==> config.mk <==
export PLATFORM = sky130hd
export DESIGN_NAME = afxc_frame_fsm
export DESIGN_NICKNAME = d
export VERILOG_FILES = /design/src/rtl/afxc_pkg.sv /design/src/rtl/afxc_frame_fsm.sv
export VERILOG_INCLUDE_DIRS = /design/src /design/src/rtl
export SDC_FILE = /design/constraint.sdc
export NUM_CORES = 1
export LEC_CHECK = 0
export BUFFER_PORTS_ARGS = -buffer_cell sky130_fd_sc_hd__clkbuf_2
export CORE_UTILIZATION = 30
export DETAILED_ROUTE_END_ITERATION = 12
export SETUP_SLACK_MARGIN = 0.05
export SLEW_MARGIN = 20
export SYNTH_ARGS = -nofsm -noshare
export SYNTH_HDL_FRONTEND = slang
export SYNTH_SLANG_ARGS = --single-unit
==> constraint.sdc <==
create_clock -name clk_i -period 3.6 [get_ports clk_i]
set_clock_uncertainty 0.1 [all_clocks]
set_input_delay 0.18 -clock clk_i [delete_from_list [all_inputs] [get_ports clk_i]]
set_output_delay 0.18 -clock clk_i [all_outputs]
set_load 0.01 [all_outputs]
==> src/rtl/ascii_frame_xor_checker_assert.svh <==
`ifndef ASCII_FRAME_XOR_CHECKER_ASSERT_SVH
`define ASCII_FRAME_XOR_CHECKER_ASSERT_SVH

// same-cycle implication, checked out of reset
`define AFXC_ASSERT_NOW(label, ante, cons) \
  label: assert property (@(posedge clk_i) disable iff (!rst_ni) (ante) |-> (cons)) \
    else $error("afxc assertion failed");

// next-cycle implication, checked out of reset
`define AFXC_ASSERT_NEXT(label, ante, cons) \
  label: assert property (@(posedge clk_i) disable iff (!rst_ni) (ante) |=> (cons)) \
    else $error("afxc assertion failed");

`endif

==> src/rtl/afxc_pkg.sv <==
`timescale 1ns / 1ps

package afxc_pkg;

  localparam int unsigned AFXC_MAX_FRAME_DEF = 65535;

  localparam int unsigned PREFIX_LEN = 11;
  localparam int unsigned MIN_SPACES = 3;
  localparam int unsigned MIN_LINE   = 5;

  localparam logic [7:0] CH_SOH   = 8'h01;
  localparam logic [7:0] CH_EOT   = 8'h04;
  localparam logic [7:0] CH_LF    = 8'h0A;
  localparam logic [7:0] CH_CR    = 8'h0D;
  localparam logic [7:0] CH_SPACE = 8'h20;
  localparam logic [7:0] CH_ZERO  = 8'h30;
  localparam logic [7:0] CH_NINE  = 8'h39;

  localparam logic [1:0] STATUS_GOOD     = 2'd0;
  localparam logic [1:0] STATUS_INVALID  = 2'd1;
  localparam logic [1:0] STATUS_MISMATCH = 2'd2;

  typedef struct packed {
    logic [1:0]  status;
    logic [7:0]  computed_check;
    logic [7:0]  received_check;
    logic [15:0] frame_length;
  } afxc_result_t;

  // expected header prefix, one character per position
  function automatic logic [7:0] prefix_char(input logic [3:0] idx);
    logic [7:0] c;
    case (idx)
      4'd0:    c = 8'h4B;
      4'd1:    c = 8'h52;
      4'd2:    c = 8'h41;
      4'd3:    c = 8'h4D;
      4'd4:    c = 8'h53;
      4'd5:    c = 8'h20;
      4'd6:    c = 8'h56;
      4'd7:    c = 8'h32;
      4'd8:    c = 8'h2E;
      4'd9:    c = 8'h30;
      4'd10:   c = 8'h20;
      default: c = 8'h00;
    endcase
    return c;
  endfunction

  function automatic logic is_digit(input logic [7:0] c);
    return (c >= CH_ZERO) && (c <= CH_NINE);
  endfunction

  function automatic logic [9:0] digit_val(input logic [7:0] c);
    logic [7:0] d;
    d = c - CH_ZERO;
    return {6'd0, d[3:0]};
  endfunction

endpackage

==> src/rtl/afxc_frame_fsm.sv <==
`timescale 1ns / 1ps

`include "ascii_frame_xor_checker_assert.svh"

module afxc_frame_fsm import afxc_pkg::*; #(
  parameter int unsigned MAX_FRAME_BYTES = AFXC_MAX_FRAME_DEF
) (
  input  logic         clk_i,
  input  logic         rst_ni,
  input  logic         consume_i,
  input  logic [7:0]   byte_i,
  output logic         emit_o,
  output afxc_result_t result_o
);

  localparam logic [2:0] PH_IDLE    = 3'd0;
  localparam logic [2:0] PH_HEADER  = 3'd1;
  localparam logic [2:0] PH_HDR_LF  = 3'd2;
  localparam logic [2:0] PH_DATA    = 3'd3;
  localparam logic [2:0] PH_DATA_LF = 3'd4;
  localparam logic [2:0] PH_EOT     = 3'd5;

  localparam logic [15:0] MaxCount = 16'(MAX_FRAME_BYTES);

  logic [2:0]  phase_q, phase_d;
  logic [3:0]  match_idx_q, match_idx_d;
  logic [1:0]  space_cnt_q, space_cnt_d;
  logic        hdr_good_q, hdr_good_d;
  logic [7:0]  xor_q, xor_d;
  logic [7:0]  tail_q [4];
  logic [7:0]  tail_d [4];
  logic [2:0]  line_cnt_q, line_cnt_d;
  logic [15:0] count_q, count_d;

  logic [15:0] count_inc;
  logic [9:0]  digits_sum;
  logic [7:0]  recv_val;
  logic        emit;
  afxc_result_t res;

  assign count_inc = (count_q < MaxCount) ? count_q + 16'd1 : count_q;

  // check digits with leading spaces skipped
  always_comb begin
    digits_sum = 10'd0;
    if (tail_q[1] == CH_SPACE && tail_q[2] == CH_SPACE && tail_q[3] == CH_SPACE) begin
      digits_sum = 10'd0;
    end else if (tail_q[1] == CH_SPACE && tail_q[2] == CH_SPACE) begin
      if (is_digit(tail_q[3])) begin
        digits_sum = digit_val(tail_q[3]);
      end
    end else if (tail_q[1] == CH_SPACE) begin
      if (is_digit(tail_q[2]) && is_digit(tail_q[3])) begin
        digits_sum = digit_val(tail_q[2]) * 10'd10 + digit_val(tail_q[3]);
      end
    end else if (is_digit(tail_q[1]) && is_digit(tail_q[2]) && is_digit(tail_q[3])) begin
      digits_sum = digit_val(tail_q[1]) * 10'd100 + digit_val(tail_q[2]) * 10'd10
                   + digit_val(tail_q[3]);
    end
    recv_val = digits_sum[7:0];
  end

  always_comb begin
    phase_d     = phase_q;
    match_idx_d = match_idx_q;
    space_cnt_d = space_cnt_q;
    hdr_good_d  = hdr_good_q;
    xor_d       = xor_q;
    tail_d      = tail_q;
    line_cnt_d  = line_cnt_q;
    count_d     = count_inc;
    emit        = 1'b0;
    res.status         = STATUS_INVALID;
    res.computed_check = xor_q;
    res.received_check = 8'd0;
    res.frame_length   = count_inc;

    case (phase_q)
      PH_IDLE: begin
        if (byte_i == CH_SOH) begin
          phase_d    = PH_HEADER;
          hdr_good_d = 1'b1;
          count_d    = 16'd1;
        end else begin
          emit               = 1'b1;
          res.computed_check = 8'd0;
          res.frame_length   = 16'd1;
        end
      end
      PH_HEADER: begin
        if (byte_i == CH_CR) begin
          if (match_idx_q < 4'(PREFIX_LEN) || space_cnt_q < 2'(MIN_SPACES)) begin
            hdr_good_d = 1'b0;
          end
          phase_d = PH_HDR_LF;
        end else if (byte_i == CH_LF) begin
          emit = 1'b1;
        end else begin
          if (match_idx_q < 4'(PREFIX_LEN)) begin
            if (byte_i != prefix_char(match_idx_q)) begin
              hdr_good_d = 1'b0;
            end
            match_idx_d = match_idx_q + 4'd1;
          end
          if (byte_i == CH_SPACE && space_cnt_q != 2'(MIN_SPACES)) begin
            space_cnt_d = space_cnt_q + 2'd1;
          end
        end
      end
      PH_HDR_LF: begin
        if (byte_i != CH_LF) begin
          emit = 1'b1;
        end else begin
          phase_d = PH_DATA;
        end
      end
      PH_DATA: begin
        if (byte_i == CH_CR) begin
          phase_d = PH_DATA_LF;
        end else if (byte_i == CH_LF) begin
          phase_d = PH_EOT;
        end else begin
          if (line_cnt_q != 3'd0) begin
            if (line_cnt_q >= 3'(MIN_LINE)) begin
              xor_d = xor_q ^ tail_q[0];
            end
            tail_d[0] = tail_q[1];
            tail_d[1] = tail_q[2];
            tail_d[2] = tail_q[3];
            tail_d[3] = byte_i;
          end
          if (line_cnt_q < 3'(MIN_LINE)) begin
            line_cnt_d = line_cnt_q + 3'd1;
          end
        end
      end
      PH_DATA_LF: begin
        if (byte_i != CH_LF) begin
          emit = 1'b1;
        end else begin
          phase_d = PH_EOT;
        end
      end
      PH_EOT: begin
        emit = 1'b1;
        if (byte_i == CH_EOT && line_cnt_q >= 3'(MIN_LINE)) begin
          res.received_check = recv_val;
          if (!hdr_good_q) begin
            res.status = STATUS_INVALID;
          end else if (recv_val != xor_q) begin
            res.status = STATUS_MISMATCH;
          end else begin
            res.status = STATUS_GOOD;
          end
        end
      end
      default: begin
        phase_d = PH_IDLE;
      end
    endcase

    // every result ends the frame
    if (emit) begin
      phase_d     = PH_IDLE;
      match_idx_d = 4'd0;
      space_cnt_d = 2'd0;
      hdr_good_d  = 1'b0;
      xor_d       = 8'd0;
      tail_d      = '{default: 8'd0};
      line_cnt_d  = 3'd0;
      count_d     = 16'd0;
    end
  end

  always_ff @(posedge clk_i or negedge rst_ni) begin
    if (!rst_ni) begin
      phase_q     <= PH_IDLE;
      match_idx_q <= 4'd0;
      space_cnt_q <= 2'd0;
      hdr_good_q  <= 1'b0;
      xor_q       <= 8'd0;
      tail_q      <= '{default: 8'd0};
      line_cnt_q  <= 3'd0;
      count_q     <= 16'd0;
    end else if (consume_i) begin
      phase_q     <= phase_d;
      match_idx_q <= match_idx_d;
      space_cnt_q <= space_cnt_d;
      hdr_good_q  <= hdr_good_d;
      xor_q       <= xor_d;
      tail_q      <= tail_d;
      line_cnt_q  <= line_cnt_d;
      count_q     <= count_d;
    end
  end

  assign emit_o   = emit;
  assign result_o = res;

  `AFXC_ASSERT_NOW(a_good_means_match, consume_i && emit && res.status == STATUS_GOOD,
                   res.computed_check == res.received_check)
  `AFXC_ASSERT_NOW(a_idle_reject_len, consume_i && emit && phase_q == PH_IDLE,
                   res.frame_length == 16'd1 && res.computed_check == 8'd0)
  `AFXC_ASSERT_NEXT(a_result_ends_frame, consume_i && emit, phase_q == PH_IDLE && count_q == 16'd0)
  `AFXC_ASSERT_NOW(a_line_cnt_sat, 1'b1, line_cnt_q <= 3'(MIN_LINE))
  `AFXC_ASSERT_NOW(a_match_idx_sat, 1'b1, match_idx_q <= 4'(PREFIX_LEN))

endmodule

Word level (Yosys, flattened, before mapping)
Memories as Yosys holds them, arrays and structs flattened.
Index checks and enable logic that the tools add are counted.
- bits in registers: 69
- bits in latches: 0
- bits in writable memories: 0
- memory bits (read-only): 112
- input port bits: 11
- output and inout bits: 35
- logic and storage cells: 165
- memories kept: 1
- memories (name ; words ; bits a word ; read ports ; clocked after memory_dff ; wr ports ; RTL line ; source):
    (no name shown) ; 16 ; 7 ; 1 ; 0 ; 0 ; afxc_pkg.sv:33 ; case (idx)
- add/sub/neg operators: 10
- $mul: 2
- divide/modulo/power cells: 0
- $lt $le $gt $ge: 11
- equal/unequal tests: 29
- shift operators: 0
- muxes and demuxes: 71
- bitwise logic cells: 1
- reduce and logical (&&, ||, !) cells: 29
- operators by type and width (operator ; number):
    32-bit two-way mux ; 5
    8-bit two-way mux ; 19
    16-bit two-way mux ; 6
    3-bit two-way mux ; 12
    8-bit by 6-bit equality test with 1-bit output, second input constant ; 4
    8-bit by 6-bit greater-or-equal comparator with 1-bit output, second input constant ; 3
    8-bit by 6-bit less-or-equal comparator with 1-bit output, second input constant ; 3
    4-bit two-way mux ; 6
    4-bit != test, second input constant ; 5
    5-bit AND reduction ; 4
    2-bit two-way mux ; 9
    3-bit one-hot mux with 6 select lines ; 1
    16-bit by 1-bit adder with 16-bit output, second input constant ; 1
    8-bit by 4-bit adder with 8-bit output ; 2
    8-bit by 4-bit equality test with 1-bit output, second input constant ; 2
    16-bit less-than comparator, second input constant ; 1
    8-bit != test ; 2
    7-bit AND reduction ; 2
    2-bit nonzero test ; 7
    3-bit != test, second input constant ; 4
    4-bit by 1-bit subtractor with 4-bit output, second input constant ; 3
    1-bit two-way mux ; 11
    1-bit logical AND ; 10
    8-bit adder ; 1
    other kinds (24) ; 30

Logic depth before layout (Yosys ltp)
Gate-level depths: netlist (run 1).
- depth after elaboration: 13
- mapped depth: 13

Worst setup path before layout (run 1)
Ideal clock, no wire load.
- path kind: reg2out
- from: register tail_q[9] (netlist name)
- to: output port result_o[33] (netlist name)
- data arrival time: 3169 ps
- path slack: 151 ps
- stages on the path, launching flop included: 14
- buffers on the path: 0
- path through: dfrtp_1 ha_1 ha_1 fa_1 xnor2_1 inv_1 ha_1 xnor2_1 xnor3_1 xor2_1 xnor2_1 a22oi_1 xor2_1 a31oi_1
- RTL lines (element ; RTL line ; source):
    start: declaration ; afxc_frame_fsm.sv:30 ; logic [7:0] tail_q [4];
    start signal: assignment ; afxc_frame_fsm.sv:191 ; tail_q <= tail_d;
    end: declaration ; afxc_frame_fsm.sv:13 ; output afxc_result_t result_o

==> results of run 1 <==
[flip-flops by register name, summed over array words and instances, names as in the netlist]
signal       cells
match_idx_q      4
phase_q          3
hdr_good_q       1
tail_q          32
space_cnt_q      2
count_q         16
line_cnt_q       3
xor_q            8
[cells in the final DEF (no fill, tap or decap), types with 13 or more instances in the layout]
master / count
ha_1: 26
a21oi_1: 23
dfrtp_1: 69
o21ai_1: 23
xor2_1: 22
buf_4: 14
nand3_1: 18
xnor2_1: 23
nor3_1: 13
o21ai_0: 39
nor2_1: 48
clkbuf_2: 42
inv_1: 28
nand2_1: 92
nor2b_1: 14
[power by group]
group	leakage [nW]	switching [mW]	total, mW	internal [mW]
combinational	1.38	0.0568	0.0755	0.0187
clock	0.158	0.338	0.962	0.623
sequential	0.963	0.00213	0.779	0.777
total	2.50	0.397	1.82	1.42
[cell families after synthesis]
logic type	Yosys count
flip-flops	69
AND/OR/NAND/NOR	234
multiplexers	3
buffers and inverters	57
adder cells (fa/ha/maj)	37
AO/OA/AOI/OAI	150
XOR/XNOR	48
[metrics by stage]
| step | setup WS, ps | power [mW] | util, % | hold slack, ps |
|---|---|---|---|---|
| 2_1_floorplan | 151 | 0.831 | - | -216 |
| 3_3_place_gp | 185 | 0.869 | 34.0 | 93.3 |
| 3_5_place_dp | 135 | 0.869 | 34.0 | 88.9 |
| 4_1_cts | -23.7 | 1.85 | 36.5 | 20.2 |
| 5_1_grt | -131 | 1.89 | 36.9 | 50.3 |
| 6_report | 3.73 | 1.82 | 36.9 | 39.0 |
[cells in the mapped netlist (6+ instances only)]
master	instances	area (um^2)
nand2_1	92	345
dfrtp_1	69	1730
nor2_1	49	184
o21ai_0	40	200
ha_1	32	400
inv_1	28	105
xnor2_1	25	219
a21oi_1	24	120
o21ai_1	23	115
xor2_1	22	193
nand3_1	18	90.1
clkbuf_1	15	56.3
nor2b_1	14	87.6
nor3_1	13	65.1
o31ai_1	11	82.6
buf_2	10	50.1
nand4_1	8	50.1
o21ai_2	8	70.1
a21o_1	7	52.6
nor4_1	7	43.8
o22ai_1	6	37.5
[repair_timing]
action,4_1_cts,5_1_grt
setup endpoints to repair,2,2
pin swaps,5,11
setup buffers,1,2
endpoints found under the hold margin,20,0
resized for setup,12,9
hold buffers,1,0
[path summary, 6_finish.rpt]
check / cells past startpoint / endpoint / slack, ps
max reg2reg: 7 / xor_q[1] / 1070
max: 13 / result_o[33] / 4
max in group asynchronous: 3 / tail_q[3] / 2120
min: 3 / tail_q[7] / 40
min reg2reg: 2 / tail_q[21] / 400
min in group asynchronous: 2 / count_q[11] / 250
[metal layers]
| layer | vias up | routed length [um] | GRT usage [%] |
|---|---|---|---|
| met1 | 2052 | 6220 | 20.7 |
| met5 | - | 0 | 0 |
| met3 | 16 | 485 | 4.05 |
| met4 | 0 | 185 | 4.20 |
| li1 | 2174 | - | - |
| met2 | 88 | 5730 | 23.7 |
[area by class of cell]
| class | instances | area share, % |
|---|---|---|
| clock buffers | 10 | 4.02 |
| multi-input cells | 472 | 53.3 |
| repair buffers | 60 | 5.83 |
| clock inverters | 6 | 1.45 |
| well taps | 216 | 4.54 |
| inverters | 29 | 1.83 |
| flip-flops and latches | 69 | 29.0 |
[worst register-to-register path: cells and delay by family (launching register included)]
kind	cells	cell delay [ps]
compound gates	2	390
xor+xnor	1	160
buf+inv	1	130
flops	1	520
simple gates	3	1090
==> metrics, run 1 <==
status complete, no violations; ANT cells 0; CP arrival 3320 ps; max-slew violations 0; Register Area ~1700 um^2; Post-synth ARST share between 90% and 100%; slowest stage cell on the critical path fa_2; critical path launch point type register; Min-Delay Startpoint byte_i[7]; buffers plus inverters on the worst setup path 1; mean area per synthesized cell 8.39 um^2; cell repeated most along the worst path ha_4; fmax 278 MHz; buffers added on ports between 40 and 50; Total GRT Usage ~15%; Synth Area in Simple Gates 22.8%; routability cong. 0.821; Max stage delay on crit path between 600 and 700 ps; worst-path maximum fanout 3; filler cell count 1688; H-tree depth 3; initial antenna violation count 0; Worst Max-Slew Pin Slew 969 ps; Mapped Area between 5000 and 6000 um^2; antenna-violating nets left 0; Die Ht 131 um; CP endpoint kind primary output; via count 4330; final hold vios 0; #FFs+latches synth 69; Floorplan Core Area roughly 16000 um^2; DRC 0; CP delay by family, top adder cells; share of cells above drive strength 1 17.8%; Layout area overhead 18.6%; root buf cell clkbuf_16; RSZ-0062 raised after global routing yes; Hold Path Class in2reg; Final Routed Wirelength 12600 um; CTS tree yes; first-pass GRT wire length 21000 um; CP startpoint tail_q[9]; Post-synth EDFFs 0; R2R Path Start phase_q[0]; DR vias/cell between 5 and 6; CTS Buf Count 9; Worst-path clk slew 60 ps; setup_tns 0 ps; post-synthesis compound-gate area fraction 18.7%; Overflow after GRT 0; adder-cell share of the synthesized area 9.98%; mux cell area share after synthesis 0.624%; area of the multi-input gates 3170 um^2; Critical Path, Cell by Cell ha_4 > ha_4 > fa_2 > ha_4 > ha_4 > o21ai_2 > o21bai_1 > a21oi_1 > xnor2_1 > a22oi_2 > xor2_1 > a31oi_1 > buf_2; Max rail drop VDD between 0.2 and 0.25 mV; post-synth cell types 62; final setup vio count 0; WS Path Type reg2out; largest family of logic cells by synthesized area simple AND/OR/NAND/NOR gates; Yosys warning count 0; Pleak 2.50 nW; Cell Pwr Density between 300 and 400 nW/um^2; CTS max path bufs 2; Design Area, Final between 5000 and 6000 um^2; DR iter-0 viols 255; initial core utilization 31.1%; dpl cells 842; drt pass-1 iters 5; Placed Area roughly 5500 um^2; Max Cap Viol 0; worst rel slew slack 35.4%; nets 689; XOR/XNOR Fraction of Synth Area 8.66%; worst path required time 3320 ps; die area around 17000 um^2; Die X 131 um; Mapped Cells between 500 and 600; largest net degree at the start of global routing 50; non-filler cells in the finished layout 862; fin crit share between 90% and 100%; Routed wire per std cell approximately 15 um; Period minus WS final 3600 ps; most used flip-flop cell after synthesis dfrtp_1; syn_nets 646; Clock Latency Late Sink between 300 and 400 ps; hpwl dp 8940 um; post-synthesis sequential area ratio 34.4%; row cnt 46; IO Count 46; vias in the first global route 4059; Sink Count 69
Power figures use the tool's default switching activity.
==> run 2, diff against run 1 <==
Settings changed: CORE_MARGIN from default to 4.
==> metrics, run 2 (synthesized netlist as in run 1, its figures left out) <==
FF-to-FF path depth 7 (unchanged); status finished, violations left; Cell Pwr Density 282 nW/um^2 (-7.7%); Floorplan Core Area 16500 um^2 (+2.2%); slowest stage cell on the critical path fa_2; fin crit share 100% (+0.21 points); area of the multi-input gates 3140 um^2 (-0.87%); worst rel slew slack 39.1% (+3.7 points); ANT cells 0 (unchanged); Worst Max-Slew Pin Slew 913 ps (-55.9 ps); reg-to-reg endpoint xor_q[4]; Top reg by flops tail_q; Hold Path Class in2reg; nets 690 (+0.15%); busiest grt layer met2; die area 18900 um^2 (+9.3%); H-tree depth 3 (unchanged); Max Cap Viol 0 (unchanged); filler cell count 1710 (+1.3%); initial core utilization 30.5% (-0.66 points); drt pass-1 iters 4 (-1); utilization after layout 35.7% (-1.2 points); worst-path maximum fanout 3 (unchanged); Max stage delay on crit path 560 ps (-60 ps); max-slew violations 0 (unchanged); DR vias/cell 4.96 (-1.2%); vias in the first global route 4026 (-0.81%); violated checks setup timing; CTS Buf Count 9 (unchanged); Min-Delay Startpoint byte_i[7]; row cnt 47 (+2.2%); WHS Path Cells 3 (unchanged); most common cell after layout, fill and taps aside nand2_1; Routed wire per std cell 14.3 um (-2.4%); Period minus WS final 3600 ps (+7.44 ps); root buf cell clkbuf_16; Sink Count 69 (unchanged); CP arrival 3320 ps (about the same); Clock Latency Late Sink 330 ps (about the same); CP endpoint kind primary output; first-pass GRT wire length 20700 um (-1.6%); Die X 137 um (+4.6%); routability cong. 0.841 (+2.5%); Max rail drop VDD 0.205 mV (-11%); max reg flops 32 (unchanged); DR iter-0 viols 307 (+20%); WS Path Type reg2out; CTS tree yes; met3 GRT Util 2.52% (-1.5 points); DRC 0 (unchanged); share of cells above drive strength 1 17.6% (-0.18 points); fmax 277 MHz (-0.21%); Critical Path, Cell by Cell ha_1 > ha_2 > fa_2 > ha_4 > ha_4 > o21ai_1 > o21bai_1 > a21oi_2 > xnor2_1 > a22oi_2 > xor2_1 > a31oi_1 > buf_2; hpwl dp 8880 um (-0.68%); IO Count 46 (unchanged); RSZ-0062 raised after global routing yes; commonest non-fill, non-tap cells in the layout nand2_1 (92), dfrtp_1 (69), nor2_1 (48), clkbuf_2 (42), o21ai_0 (39); r2r setup slk 1070 ps (about the same); worst min-delay path endpoint tail_q[7]; Worst-path clk slew 60 ps (about the same); antenna-violating nets left 0 (unchanged); Total GRT Usage 13.6% (-1.6 points); final setup vio count 1 (+1); Die Ht 137 um (+4.6%); critical path launch point type register; Final Routed Wirelength 12400 um (-1.8%); CTS max path bufs 2 (unchanged); cell repeated most along the worst path ha_4; final hold vios 0 (unchanged); Register Area 1730 um^2 (unchanged); DP Worst Slack 107 ps (-27.3 ps); setup_tns -3.71 ps (-3.71 ps); Overflow after GRT 0 (unchanged); largest net degree at the start of global routing 47 (-6.0%); via count 4304 (-0.60%); buffers added on ports 45 (unchanged); Final WS setup -3.71 ps (-7.44 ps); initial antenna violation count 0 (unchanged); worst path required time 3320 ps (about the same); met1 usage 20.1% (-0.57 points); Pleak 2.50 nW (-0.22%); R2R Path Start phase_q[0]; M2 GR Usage 20.4% (-3.3 points); registers with the most flip-flops tail_q x32, count_q x16, xor_q x8; Layout area overhead 17.1%
==> run 2: cell types whose count changed in the layout (fill, tap and decap cells not counted), moves of 2 or more <==
cell,previous run,this run
ha_4,5,2
ha_1,26,28
bufinv_16,2,0
clkbuf_1,0,2
clkinv_2,2,4
==> run 2: repair_timing <==
action	4_1_cts	5_1_grt
hold buffers	1	0
resized for setup	11	7
pin swaps	6	12
endpoints found under the hold margin	23	0
setup buffers	4	1
endpoints found under the setup margin	2	2
==> run 2: per-layer routing <==
| layer | up-vias | share of wire (%) |
|---|---|---|
| met3 | 14 | 4.3 |
| met1 | 2031 | 50 |
| met4 | 0 | 1.4 |
| li1 | 2174 | - |
| met2 | 85 | 44 |
| met5 | - | 0 |
==> run 2: worst max path at each step <==
| stage | startpoint | to | cells past startpoint |
|---|---|---|---|
| 2_1_floorplan | tail_q[9] | result_o[33] | 13 |
| 3_3_place_gp | tail_q[9] | result_o[33] | 14 |
| 3_5_place_dp | tail_q[9] | result_o[33] | 14 |
| 4_1_cts | tail_q[9] | result_o[33] | 14 |
| 5_1_grt | tail_q[8] | result_o[33] | 13 |
| 6_report | tail_q[11] | result_o[33] | 13 |
==> run 2: metrics by stage <==
step                power [mW]  hold WS, ps  cells  area [um^2]
floorplan                0.831         -216    598         5020
global placement         0.871          128    846         5490
detailed placement       0.871          128    846         5490
CTS                       1.68         23.7    867         5850
global route              1.72         53.1    867         5880
finish                    1.66         33.6    867         5880
==> run 2: where the power goes <==
| group | switching, mW | internal, mW | total [mW] |
|---|---|---|---|
| Sequential | 0.00221 | 0.777 | 0.779 |
| Combinational | 0.0573 | 0.0203 | 0.0776 |
| Clock | 0.337 | 0.462 | 0.798 |
| Total | 0.396 | 1.26 | 1.66 |
==> run 2: critical path, delay by kind of cell, from the launching register on <==
| family | cells | cell delay (ps) |
|---|---|---|
| fa+ha+maj | 5 | 1540 |
| compound gates | 5 | 590 |
| flops | 1 | 380 |
| xor+xnor | 2 | 350 |
| buf+inv | 1 | 150 |
==> run 2: cell type report <==
type,count,area share [%]
Multi-Input combinational cell,472,53.5
Sequential cell,69,29.4
Timing Repair Buffer,61,6.13
Tap cell,220,4.68
Clock buffer,11,3.96
Inverter,29,1.85
Clock inverter,5,0.468
